File: src/design/sha256_message_hasher_defines.svh
// Assertion macros used by the hasher design file.
// Each check is clocked on clk and is held off while arst_n is low.
`ifndef SHA256_MESSAGE_HASHER_DEFINES_SVH
`define SHA256_MESSAGE_HASHER_DEFINES_SVH

// Consequent checked in the same cycle as the antecedent
`define SHAH_ASSERT_NOW(label, ante, cons, msg) \
	label: assert property (@(posedge clk) disable iff (!arst_n) (ante) |-> (cons)) \
		else $error(msg);

// Consequent checked in the cycle after the antecedent
`define SHAH_ASSERT_NEXT(label, ante, cons, msg) \
	label: assert property (@(posedge clk) disable iff (!arst_n) (ante) |=> (cons)) \
		else $error(msg);

`endif

File: src/design/shah_pkg.sv
`default_nettype none

package shah_pkg;

	localparam int WORD_W    = 32;
	localparam int BUF_WORDS = 16;
	localparam int BUF_AW    = $clog2(BUF_WORDS);
	localparam int ROUNDS    = 64;
	localparam int DIG_WORDS = 8;
	localparam int COUNT_W   = 61;

	typedef logic [WORD_W-1:0] word_t;

	// One message transaction
	typedef struct packed {
		logic [7:0] data_byte;
		logic       has_byte;
		logic       end_of_message;
	} msg_item_t;

	// One digest transaction
	typedef struct packed {
		logic [31:0] digest_word;
		logic [2:0]  word_index;
		logic        digest_done;
	} dig_item_t;

	localparam logic [7:0] PAD_BYTE = 8'h80;

	localparam word_t ROUND_K [ROUNDS] = '{
		32'h428a2f98, 32'h71374491, 32'hb5c0fbcf, 32'he9b5dba5,
		32'h3956c25b, 32'h59f111f1, 32'h923f82a4, 32'hab1c5ed5,
		32'hd807aa98, 32'h12835b01, 32'h243185be, 32'h550c7dc3,
		32'h72be5d74, 32'h80deb1fe, 32'h9bdc06a7, 32'hc19bf174,
		32'he49b69c1, 32'hefbe4786, 32'h0fc19dc6, 32'h240ca1cc,
		32'h2de92c6f, 32'h4a7484aa, 32'h5cb0a9dc, 32'h76f988da,
		32'h983e5152, 32'ha831c66d, 32'hb00327c8, 32'hbf597fc7,
		32'hc6e00bf3, 32'hd5a79147, 32'h06ca6351, 32'h14292967,
		32'h27b70a85, 32'h2e1b2138, 32'h4d2c6dfc, 32'h53380d13,
		32'h650a7354, 32'h766a0abb, 32'h81c2c92e, 32'h92722c85,
		32'ha2bfe8a1, 32'ha81a664b, 32'hc24b8b70, 32'hc76c51a3,
		32'hd192e819, 32'hd6990624, 32'hf40e3585, 32'h106aa070,
		32'h19a4c116, 32'h1e376c08, 32'h2748774c, 32'h34b0bcb5,
		32'h391c0cb3, 32'h4ed8aa4a, 32'h5b9cca4f, 32'h682e6ff3,
		32'h748f82ee, 32'h78a5636f, 32'h84c87814, 32'h8cc70208,
		32'h90befffa, 32'ha4506ceb, 32'hbef9a3f7, 32'hc67178f2
	};

	localparam word_t INIT_HASH [DIG_WORDS] = '{
		32'h6a09e667, 32'hbb67ae85, 32'h3c6ef372, 32'ha54ff53a,
		32'h510e527f, 32'h9b05688c, 32'h1f83d9ab, 32'h5be0cd19
	};

	// Round functions
	function automatic word_t bsig0(word_t x);
		return {x[1:0], x[31:2]} ^ {x[12:0], x[31:13]} ^ {x[21:0], x[31:22]};
	endfunction

	function automatic word_t bsig1(word_t x);
		return {x[5:0], x[31:6]} ^ {x[10:0], x[31:11]} ^ {x[24:0], x[31:25]};
	endfunction

	// Message schedule functions
	function automatic word_t ssig0(word_t x);
		return {x[6:0], x[31:7]} ^ {x[17:0], x[31:18]} ^ (x >> 3);
	endfunction

	function automatic word_t ssig1(word_t x);
		return {x[16:0], x[31:17]} ^ {x[18:0], x[31:19]} ^ (x >> 10);
	endfunction

	function automatic word_t choose(word_t e, word_t f, word_t g);
		return (e & f) ^ (~e & g);
	endfunction

	function automatic word_t major(word_t a, word_t b, word_t c);
		return (a & b) ^ (a & c) ^ (b & c);
	endfunction

endpackage

`default_nettype wire

File: src/design/shah_ram.sv
`default_nettype none

// Simple dual-port RAM, one write and one registered read port
module shah_ram #(
	parameter int WIDTH = 32,
	parameter int DEPTH = 16
) (
	input  logic                     clk,
	input  logic                     wr_en,
	input  logic [$clog2(DEPTH)-1:0] wr_addr,
	input  logic [WIDTH-1:0]         wr_data,
	input  logic [$clog2(DEPTH)-1:0] rd_addr,
	output logic [WIDTH-1:0]         rd_data
);

	logic [WIDTH-1:0] mem_q [DEPTH];
	logic [WIDTH-1:0] rd_data_q;

	always_ff @(posedge clk) begin
		if (wr_en) begin
			mem_q[wr_addr] <= wr_data;
		end
		rd_data_q <= mem_q[rd_addr];
	end

	assign rd_data = rd_data_q;

endmodule

`default_nettype wire

File: src/design/sha256_message_hasher.sv
`default_nettype none
`include "sha256_message_hasher_defines.svh"

// SHA-256 hasher with a byte-wide message port and a word-wide digest port.
// A transaction carrying a byte, with no end mark, is taken without a stall
// unless it completes a 64-byte block; message bytes are packed four to a
// word into a 16-word block RAM. A full block holds the message port stalled
// through a RAM read setup state, a load state, 64 rounds at one round per
// cycle, and a fold of the result into the chaining words. The end mark adds
// one padding block, or two when fewer than nine bytes of room remain in the
// current block. Padding is formed on the fly as the block is read, so the
// RAM never needs clearing. The digest goes to its own register bank and
// leaves as eight transactions while the next message streams in; a second
// digest waits in the fold cycle until the previous one has fully drained.
module sha256_message_hasher import shah_pkg::*; (
	input  logic      clk,
	input  logic      arst_n,
	input  logic      msg_valid,
	output logic      msg_stall,
	input  msg_item_t msg,
	output logic      dig_valid,
	input  logic      dig_stall,
	output dig_item_t dig
);

	typedef enum logic [2:0] {ST_IDLE, ST_START, ST_LOAD, ST_ROUND, ST_FEED} state_t;
	typedef enum logic [1:0] {MODE_NORMAL, MODE_PAD1, MODE_PAD2} mode_t;

	state_t               state_q;
	mode_t                mode_q;
	logic                 last_q;
	logic [5:0]           round_q;
	logic [COUNT_W-1:0]   count_q;
	word_t                chain_q [DIG_WORDS];
	logic                 dig_busy_q;
	logic [2:0]           dig_idx_q;

	word_t                part_q;
	word_t                work_q [DIG_WORDS];
	word_t                sched_q [BUF_WORDS];
	word_t                wk_q;
	word_t                dig_q [DIG_WORDS];

	logic                 msg_take;
	logic [1:0]           lane;
	logic                 block_full;
	logic                 pad_two;
	logic                 final_blk;
	logic [63:0]          bit_len;
	word_t                tail_word;
	word_t                blk_word;
	logic [BUF_AW-1:0]    sidx;
	logic [5:0]           sched_j;
	logic                 use_blk;
	word_t                new_w;
	word_t                wk_next;
	word_t                t1;
	word_t                t2;
	word_t                feed_sum [DIG_WORDS];

	logic                 ram_wr_en;
	logic [BUF_AW-1:0]    ram_wr_addr;
	word_t                ram_wr_data;
	logic [BUF_AW-1:0]    ram_rd_addr;
	word_t                ram_rd_data;

	// Handshake
	assign msg_stall = (state_q != ST_IDLE);
	assign msg_take  = msg_valid && !msg_stall;

	assign dig_valid       = dig_busy_q;
	assign dig.digest_word = dig_q[dig_idx_q];
	assign dig.word_index  = dig_idx_q;
	assign dig.digest_done = (dig_idx_q == 3'd7);

	// Fill position and padding decisions
	assign lane       = count_q[1:0];
	assign block_full = msg_take && msg.has_byte && (count_q[5:0] == 6'd63);
	assign pad_two    = (count_q[5:3] == 3'b111);
	assign final_blk  = (mode_q == MODE_PAD2) || ((mode_q == MODE_PAD1) && !pad_two);
	assign bit_len    = {count_q, 3'b000};

	// Complete words go to the block RAM
	assign ram_wr_en   = msg_take && msg.has_byte && (lane == 2'd3);
	assign ram_wr_addr = count_q[5:2];
	assign ram_wr_data = {part_q[31:8], msg.data_byte};

	// Read one word ahead of the schedule
	always_comb begin
		unique case (state_q)
			ST_LOAD:  ram_rd_addr = BUF_AW'(1);
			ST_ROUND: ram_rd_addr = BUF_AW'(round_q + 6'd2);
			default:  ram_rd_addr = '0;
		endcase
	end

	shah_ram #(
		.WIDTH(WORD_W),
		.DEPTH(BUF_WORDS)
	) u_buf (
		.clk     (clk),
		.wr_en   (ram_wr_en),
		.wr_addr (ram_wr_addr),
		.wr_data (ram_wr_data),
		.rd_addr (ram_rd_addr),
		.rd_data (ram_rd_data)
	);

	// Partial word with the 0x80 marker after the held bytes
	always_comb begin
		unique case (lane)
			2'd0:    tail_word = {PAD_BYTE, 24'h0};
			2'd1:    tail_word = {part_q[31:24], PAD_BYTE, 16'h0};
			2'd2:    tail_word = {part_q[31:16], PAD_BYTE, 8'h0};
			default: tail_word = {part_q[31:8], PAD_BYTE};
		endcase
	end

	// Schedule index of the word formed this cycle
	assign sched_j = (state_q == ST_LOAD) ? 6'd0 : 6'(round_q + 6'd1);
	assign sidx    = sched_j[BUF_AW-1:0];
	assign use_blk = (state_q == ST_LOAD) || (round_q < 6'd15);

	// Block word: stored data, padding, or length
	always_comb begin
		unique case (mode_q)
			MODE_PAD1: begin
				priority if (sidx < count_q[5:2]) begin
					blk_word = ram_rd_data;
				end else if (sidx == count_q[5:2]) begin
					blk_word = tail_word;
				end else if (!pad_two && (sidx == 4'd14)) begin
					blk_word = bit_len[63:32];
				end else if (!pad_two && (sidx == 4'd15)) begin
					blk_word = bit_len[31:0];
				end else begin
					blk_word = '0;
				end
			end
			MODE_PAD2: begin
				priority if (sidx == 4'd14) begin
					blk_word = bit_len[63:32];
				end else if (sidx == 4'd15) begin
					blk_word = bit_len[31:0];
				end else begin
					blk_word = '0;
				end
			end
			default: blk_word = ram_rd_data;
		endcase
	end

	// Message schedule, one word a cycle, with the round constant folded in
	assign new_w   = use_blk ? blk_word
		: sched_q[0] + ssig0(sched_q[1]) + sched_q[9] + ssig1(sched_q[14]);
	assign wk_next = new_w + ROUND_K[sched_j];

	// Round datapath
	assign t1 = work_q[7] + bsig1(work_q[4]) + choose(work_q[4], work_q[5], work_q[6]) + wk_q;
	assign t2 = bsig0(work_q[0]) + major(work_q[0], work_q[1], work_q[2]);

	always_comb begin
		for (int i = 0; i < DIG_WORDS; i++) begin
			feed_sum[i] = chain_q[i] + work_q[i];
		end
	end

	// Control state, chaining words and digest drain
	always_ff @(posedge clk or negedge arst_n) begin
		if (!arst_n) begin
			state_q    <= ST_IDLE;
			mode_q     <= MODE_NORMAL;
			last_q     <= 1'b0;
			round_q    <= '0;
			count_q    <= '0;
			chain_q    <= INIT_HASH;
			dig_busy_q <= 1'b0;
			dig_idx_q  <= '0;
		end else begin
			if (dig_busy_q && !dig_stall) begin
				if (dig_idx_q == 3'd7) begin
					dig_busy_q <= 1'b0;
					dig_idx_q  <= '0;
				end else begin
					dig_idx_q <= dig_idx_q + 3'd1;
				end
			end

			unique case (state_q)
				ST_IDLE: begin
					if (msg_take) begin
						if (msg.has_byte) begin
							count_q <= count_q + COUNT_W'(1);
						end
						if (block_full) begin
							mode_q  <= MODE_NORMAL;
							last_q  <= msg.end_of_message;
							state_q <= ST_START;
						end else if (msg.end_of_message) begin
							mode_q  <= MODE_PAD1;
							last_q  <= 1'b0;
							state_q <= ST_START;
						end
					end
				end
				ST_START: begin
					state_q <= ST_LOAD;
				end
				ST_LOAD: begin
					round_q <= '0;
					state_q <= ST_ROUND;
				end
				ST_ROUND: begin
					round_q <= round_q + 6'd1;
					if (round_q == 6'd63) begin
						state_q <= ST_FEED;
					end
				end
				ST_FEED: begin
					if (final_blk) begin
						// hold here until the previous digest has drained
						if (!dig_busy_q) begin
							dig_busy_q <= 1'b1;
							dig_idx_q  <= '0;
							chain_q    <= INIT_HASH;
							count_q    <= '0;
							mode_q     <= MODE_NORMAL;
							state_q    <= ST_IDLE;
						end
					end else begin
						chain_q <= feed_sum;
						if ((mode_q == MODE_NORMAL) && last_q) begin
							mode_q  <= MODE_PAD1;
							last_q  <= 1'b0;
							state_q <= ST_START;
						end else if (mode_q == MODE_PAD1) begin
							mode_q  <= MODE_PAD2;
							state_q <= ST_START;
						end else begin
							state_q <= ST_IDLE;
						end
					end
				end
				default: state_q <= ST_IDLE;
			endcase
		end
	end

	// Datapath registers
	always_ff @(posedge clk) begin
		if (msg_take && msg.has_byte) begin
			unique case (lane)
				2'd0:    part_q[31:24] <= msg.data_byte;
				2'd1:    part_q[23:16] <= msg.data_byte;
				2'd2:    part_q[15:8]  <= msg.data_byte;
				default: part_q[7:0]   <= msg.data_byte;
			endcase
		end

		if (state_q == ST_LOAD) begin
			work_q <= chain_q;
		end else if (state_q == ST_ROUND) begin
			work_q[0] <= t1 + t2;
			work_q[1] <= work_q[0];
			work_q[2] <= work_q[1];
			work_q[3] <= work_q[2];
			work_q[4] <= work_q[3] + t1;
			work_q[5] <= work_q[4];
			work_q[6] <= work_q[5];
			work_q[7] <= work_q[6];
		end

		if ((state_q == ST_LOAD) || (state_q == ST_ROUND)) begin
			for (int i = 0; i < BUF_WORDS - 1; i++) begin
				sched_q[i] <= sched_q[i+1];
			end
			sched_q[BUF_WORDS-1] <= new_w;
			wk_q                 <= wk_next;
		end

		if ((state_q == ST_FEED) && final_blk && !dig_busy_q) begin
			dig_q <= feed_sum;
		end
	end

	// Checks
	`SHAH_ASSERT_NEXT(a_round_end, (state_q == ST_ROUND) && (round_q == 6'd63),
		state_q == ST_FEED, "compression did not end after the last round")
	`SHAH_ASSERT_NEXT(a_block_start,
		msg_valid && !msg_stall && msg.has_byte && (count_q[5:0] == 6'd63),
		(state_q == ST_START) && (mode_q == MODE_NORMAL), "full block not compressed")
	`SHAH_ASSERT_NEXT(a_dig_hold, (state_q == ST_FEED) && final_blk && dig_busy_q,
		state_q == ST_FEED, "digest overwritten before drained")
	`SHAH_ASSERT_NEXT(a_dig_end, dig_valid && dig.digest_done && !dig_stall,
		!dig_valid, "digest output ran past the last word")

endmodule

`default_nettype wire
File: config.mk
export PLATFORM = sky130hd
export DESIGN_NAME = sha256_message_hasher
export DESIGN_NICKNAME = d
export VERILOG_FILES = /design/src/design/shah_pkg.sv /design/src/design/shah_ram.sv /design/src/design/sha256_message_hasher.sv
export VERILOG_INCLUDE_DIRS = /design/src /design/src/design
export SDC_FILE = /design/constraint.sdc
export NUM_CORES = 2
export LEC_CHECK = 0
export ABC_AREA = 1
export CAP_MARGIN = 10
export CORE_UTILIZATION = 45
export DETAILED_ROUTE_END_ITERATION = 10
export DONT_BUFFER_PORTS = 1
export PLACE_DENSITY = 0.63
export SLEW_MARGIN = 20
export SYNTH_ARGS = -nofsm -noshare
export SYNTH_HDL_FRONTEND = slang
export SYNTH_SLANG_ARGS = --single-unit
File: constraint.sdc
create_clock -name clk -period 33.9 [get_ports clk]
set_input_delay 6.78 -clock clk [delete_from_list [all_inputs] [get_ports clk]]
set_output_delay 6.78 -clock clk [all_outputs]
set_load 0.02 [all_outputs]
==> results by stage <==
Flow run:
- The number of max-cap violations is 0.

GRT:
- The global router's overall resource usage is 0.350.
- The initial antenna violation count is 32.
- The via count of the first global-routing pass is 82,000.
- In the global route stage, met3 resource usage came out at 0.105.
- The total overflow left after global routing is 0.
- For this run, global-route usage on met2 was measured as 0.480.
- In this run the most used layer during global routing was met1.
- The met1 usage in global routing is 0.528.
- The first global-routing pass estimated 612,000 um of wire.
- The maximum number of pins on one net before global-route repair is 334.

Timing:
- The count of endpoints failing setup in the final report is 0.
- The total count of max-transition violations in the final report is 290.
- Based on the critical path, the design can be clocked at up to 92.1 MHz.
- The worst hold slack after final layout is 0.350 ns.
- The final worst-path cycle share is 0.320.
- Across the routed clock network, the largest skew measured is 0.155 ns.
- The worst slew margin relative to its limit is -0.739.
- The worst path needs 10.86 ns of the cycle, external delays included.
- The number of hold violations in the final report came to 0.
- Setup repair after global routing left no endpoint under its margin.
- The accumulated negative setup slack is 0 ns.
- The actual transition at the worst max-transition pin is 2.61 ns.

Finish:
- The net count of the finished layout is 12,300.
- The library cells used most frequently in the layout, excluding fill and tap cells, are nand2_1 (2,334), edfxtp_1 (1,592), inv_1 (1,496).
- The layout has 22,500 filler cells.
- In the final layout, the share of cells above drive strength 1 is 0.0593.
- The most common cell after layout, fill and taps aside is nand2_1.
- Compared with the post-synthesis result, the final layout area differs by 10.1%.

Yosys:
- The fraction of the yosys area taken by sequential cells is 0.519.
- Synthesis inferred 1,957 register bits.
- For this run, the number of Yosys warnings is 0.
- Measured against the total synthesized area, the mux share comes to 0.00230.
- The xor-xnor portion of the synthesized cell area is 0.0417.
- In this run the cell area of the synthesized design comes to 110,000 um2.
- By area, the combinational part of the netlist is dominated by simple AND/OR/NAND/NOR gates.
- The prevailing post-synth register cell is edfxtp_1.
- The basic-gate share of the synthesized area counting and, or, nand and nor cells is 0.163.
- The number of standard cells after synthesis is 11,800.
- The number of different library cells in the post-synthesis netlist is 69.
- Of the total synthesized cell area, the portion taken by full adders, half adders and majority gates is 0.0800.
- The share of flip-flops with an asynchronous set or reset after synthesis is 0.170.
- The number of nets in the synthesized netlist is 12,400.
- In this run, synthesis inferred 1,592 flip-flops with an integrated enable.
- The post-synthesis compound-gate area fraction came to 0.126.
- The synthesized area per cell is 9.31 um2.

Placed design:
- At the end of routability-driven placement, the weighted congestion stood at 1.05.
- Summed over all nets, the half-perimeter wirelength after detailed placement is 330,000 um.
- During placement, the flow inserted port buffers numbering 0.

Setup path:
- On the critical path, the stage with the largest delay is an instance of a31oi_1.
- The critical path in this run is classified as register to output port.
- The maximum fanout encountered on the critical timing path is 68.
- For this run, the slowest stage of the critical path takes 0.84 ns.
- The cell family contributing the most delay on the critical path is buffers and inverters.
- The worst setup path is launched from a register.
- The required time of the worst setup path is 27.12 ns.
- The critical path goes through buf_4 > buf_4 > o21ai_0 > o22ai_1 > nor2_1 > a31oi_1.
- The endpoint class of the critical path is an output port.
- At the worst endpoint, the arrival time is 4.08 ns.
- The buffers plus inverters on the worst setup path is 2.
- The cell occurring most often along the worst timing path is buf_4.

Clocking:
- After clock tree synthesis, the clock-pin slew on the worst setup and hold paths is 0.06 ns.
- The clock latency reported for the late side of the worst-skew pair is 0.94 ns.
- TritonCTS built the clock tree.
- The hold buffer count at CTS is 0.
- After clock tree synthesis, the setup repair step added 0 buffers.
- The H-tree was split into 4 levels.
- The TritonCTS buffer count is 212.
- In this run, post-CTS repair resized a total of 0 instances.
- The maximum buffer depth of the clock tree is 3.
- Clock tree synthesis selected as its root buffer the cell clkbuf_16.
- The number of sinks handled by clock tree synthesis is 1,957.

Detailed routing:
- After detailed routing, the number of remaining DRC violations is 0.
- The via count is 89,100.
- The total iterations of the first detailed-routing run is 8.
- In this run, the number of DRC markers left after iteration 0 of detailed routing was 12,300.
- The average vias per placed instance is 5.90.
- The post-detailed-route wirelength per cell is 28.9 um.
- The detail route stage leaves a number of antenna-violating nets equal to 0.
- For this block, the routed nets add up to 437,000 um of wire.

Die:
- The die area is 246,000 um2.
- The initialized floorplan defines 180 standard-cell rows.
- From left edge to right edge, the die measures 496 um.
- The height of the chip is 496 um.
- The I/O pin count is 52.
- The core region area is 241,000 um2.
- For this configuration, the core starts out at a cell density of 0.455.

Run status:
- The run finished, with violations left.
- The final reports fail on slew limit.

Worst hold path:
- The worst min-delay path class is register to register.
[cell type report]
cell class	count	area, um2	share of cell area
flip-flops and latches	1957	57000	0.471
multi-input cells	7909	45600	0.377
inverters	1516	5720	0.0473
clock buffers	252	5500	0.0455
well taps	3185	3990	0.0330
clock inverters	150	1970	0.0163
repair buffers	122	1080	0.00895
diodes	19	47.5	0.000393
[logic make-up after synthesis]
kind of cell               after synthesis
AOI/OAI and AO/OA                     2467
adders and majority gates              603
buffers and inverters                 1932
DFF                                   1957
muxes                                   25
and+or+nand+nor                       4291
xor gates and xnor gates               523
[registers in the layout (all words and copies together) (netlist names)]
name           count
count_q           61
wk_q              32
dig_valid          1
work_q           256
dig_idx_q          3
dig_q            256
part_q            24
last_q             1
mode_q             2
u_buf.rd_data     32
state_q            3
chain_q          256
round_q            6
u_buf.mem_q      512
sched_q          512
[through the flow]
stage,cell area (um2),setup slack (ns),std cells,util
final,121000,23.04,15100,0.501
after detailed placement,113000,23.98,14700,0.469
after global routing,121000,22.94,15100,0.501
after global placement,113000,23.92,14700,0.469
after floorplan,110000,14.31,11800,-
after CTS,121000,23.08,15100,0.500
[routing by layer]
| metal | vias to the layer above | routed length [um] |
|---|---|---|
| li1 | 40000 | - |
| met1 | 44000 | 196000 |
| met2 | 4611 | 175000 |
| met3 | 586 | 52900 |
| met4 | 20 | 13200 |
| met5 | - | 133 |
[cell usage after synthesis (7+ instances only)]
library cell / instances / area (um2)
buf_1: 39 / 146
dfxtp_1: 32 / 641
a21boi_0: 19 / 143
mux2i_1: 23 / 230
nand2_1: 2337 / 8770
fa_1: 166 / 3320
o21ai_1: 18 / 90.1
o31ai_1: 34 / 255
nand3_1: 657 / 3290
a21o_1: 61 / 458
nor3_1: 90 / 450
and2_1: 79 / 494
ha_1: 435 / 5440
nor2_1: 883 / 3310
o21bai_1: 73 / 548
edfxtp_1: 1592 / 47800
o211ai_1: 157 / 1180
o22ai_1: 45 / 282
o311ai_0: 8 / 70.1
a31oi_1: 93 / 582
xor2_1: 327 / 2860
inv_1: 1500 / 5630
clkbuf_1: 265 / 995
a211oi_1: 7 / 52.6
a221o_1: 13 / 130
xnor2_1: 196 / 1720
nand3b_1: 23 / 173
o21ai_0: 998 / 4990
o221ai_1: 31 / 272
or2_2: 43 / 269
o21a_1: 39 / 293
nand4_1: 124 / 776
nor4_1: 24 / 150
inv_2: 14 / 52.6
dfstp_2: 136 / 3570
a221oi_1: 8 / 70.1
buf_2: 107 / 536
dfrtp_1: 197 / 4930
a21oi_1: 830 / 4150
[path summary, 6_finish.rpt]
path | cells after the start | slack [ns] | from | to
max | 6 | 23.04 | dig_idx_q[0] | dig[10]
min | 0 | 0.35 | sched_q[1][107] | sched_q[1][75]
max reg2reg | 30 | 26.23 | state_q[2] | wk_q[31]
min reg2reg | 0 | 0.35 | sched_q[1][107] | sched_q[1][75]
max in group asynchronous | 0 | 26.09 | arst_n | dig_idx_q[0]
min in group asynchronous | 0 | 5.66 | arst_n | chain_q[228]
[worst register-to-register path: cells and delay by family (launching register included)]
kind | cells | cell delay [ns]
buffers and inverters | 8 | 1.61
and+or+nand+nor | 18 | 3.56
AOI/OAI and AO/OA | 2 | 1.13
adders and majority gates | 2 | 0.60
DFF | 1 | 0.43
Power is not shown: default switching activity piles up to over one toggle a cycle in this logic, so the estimate is an artifact.
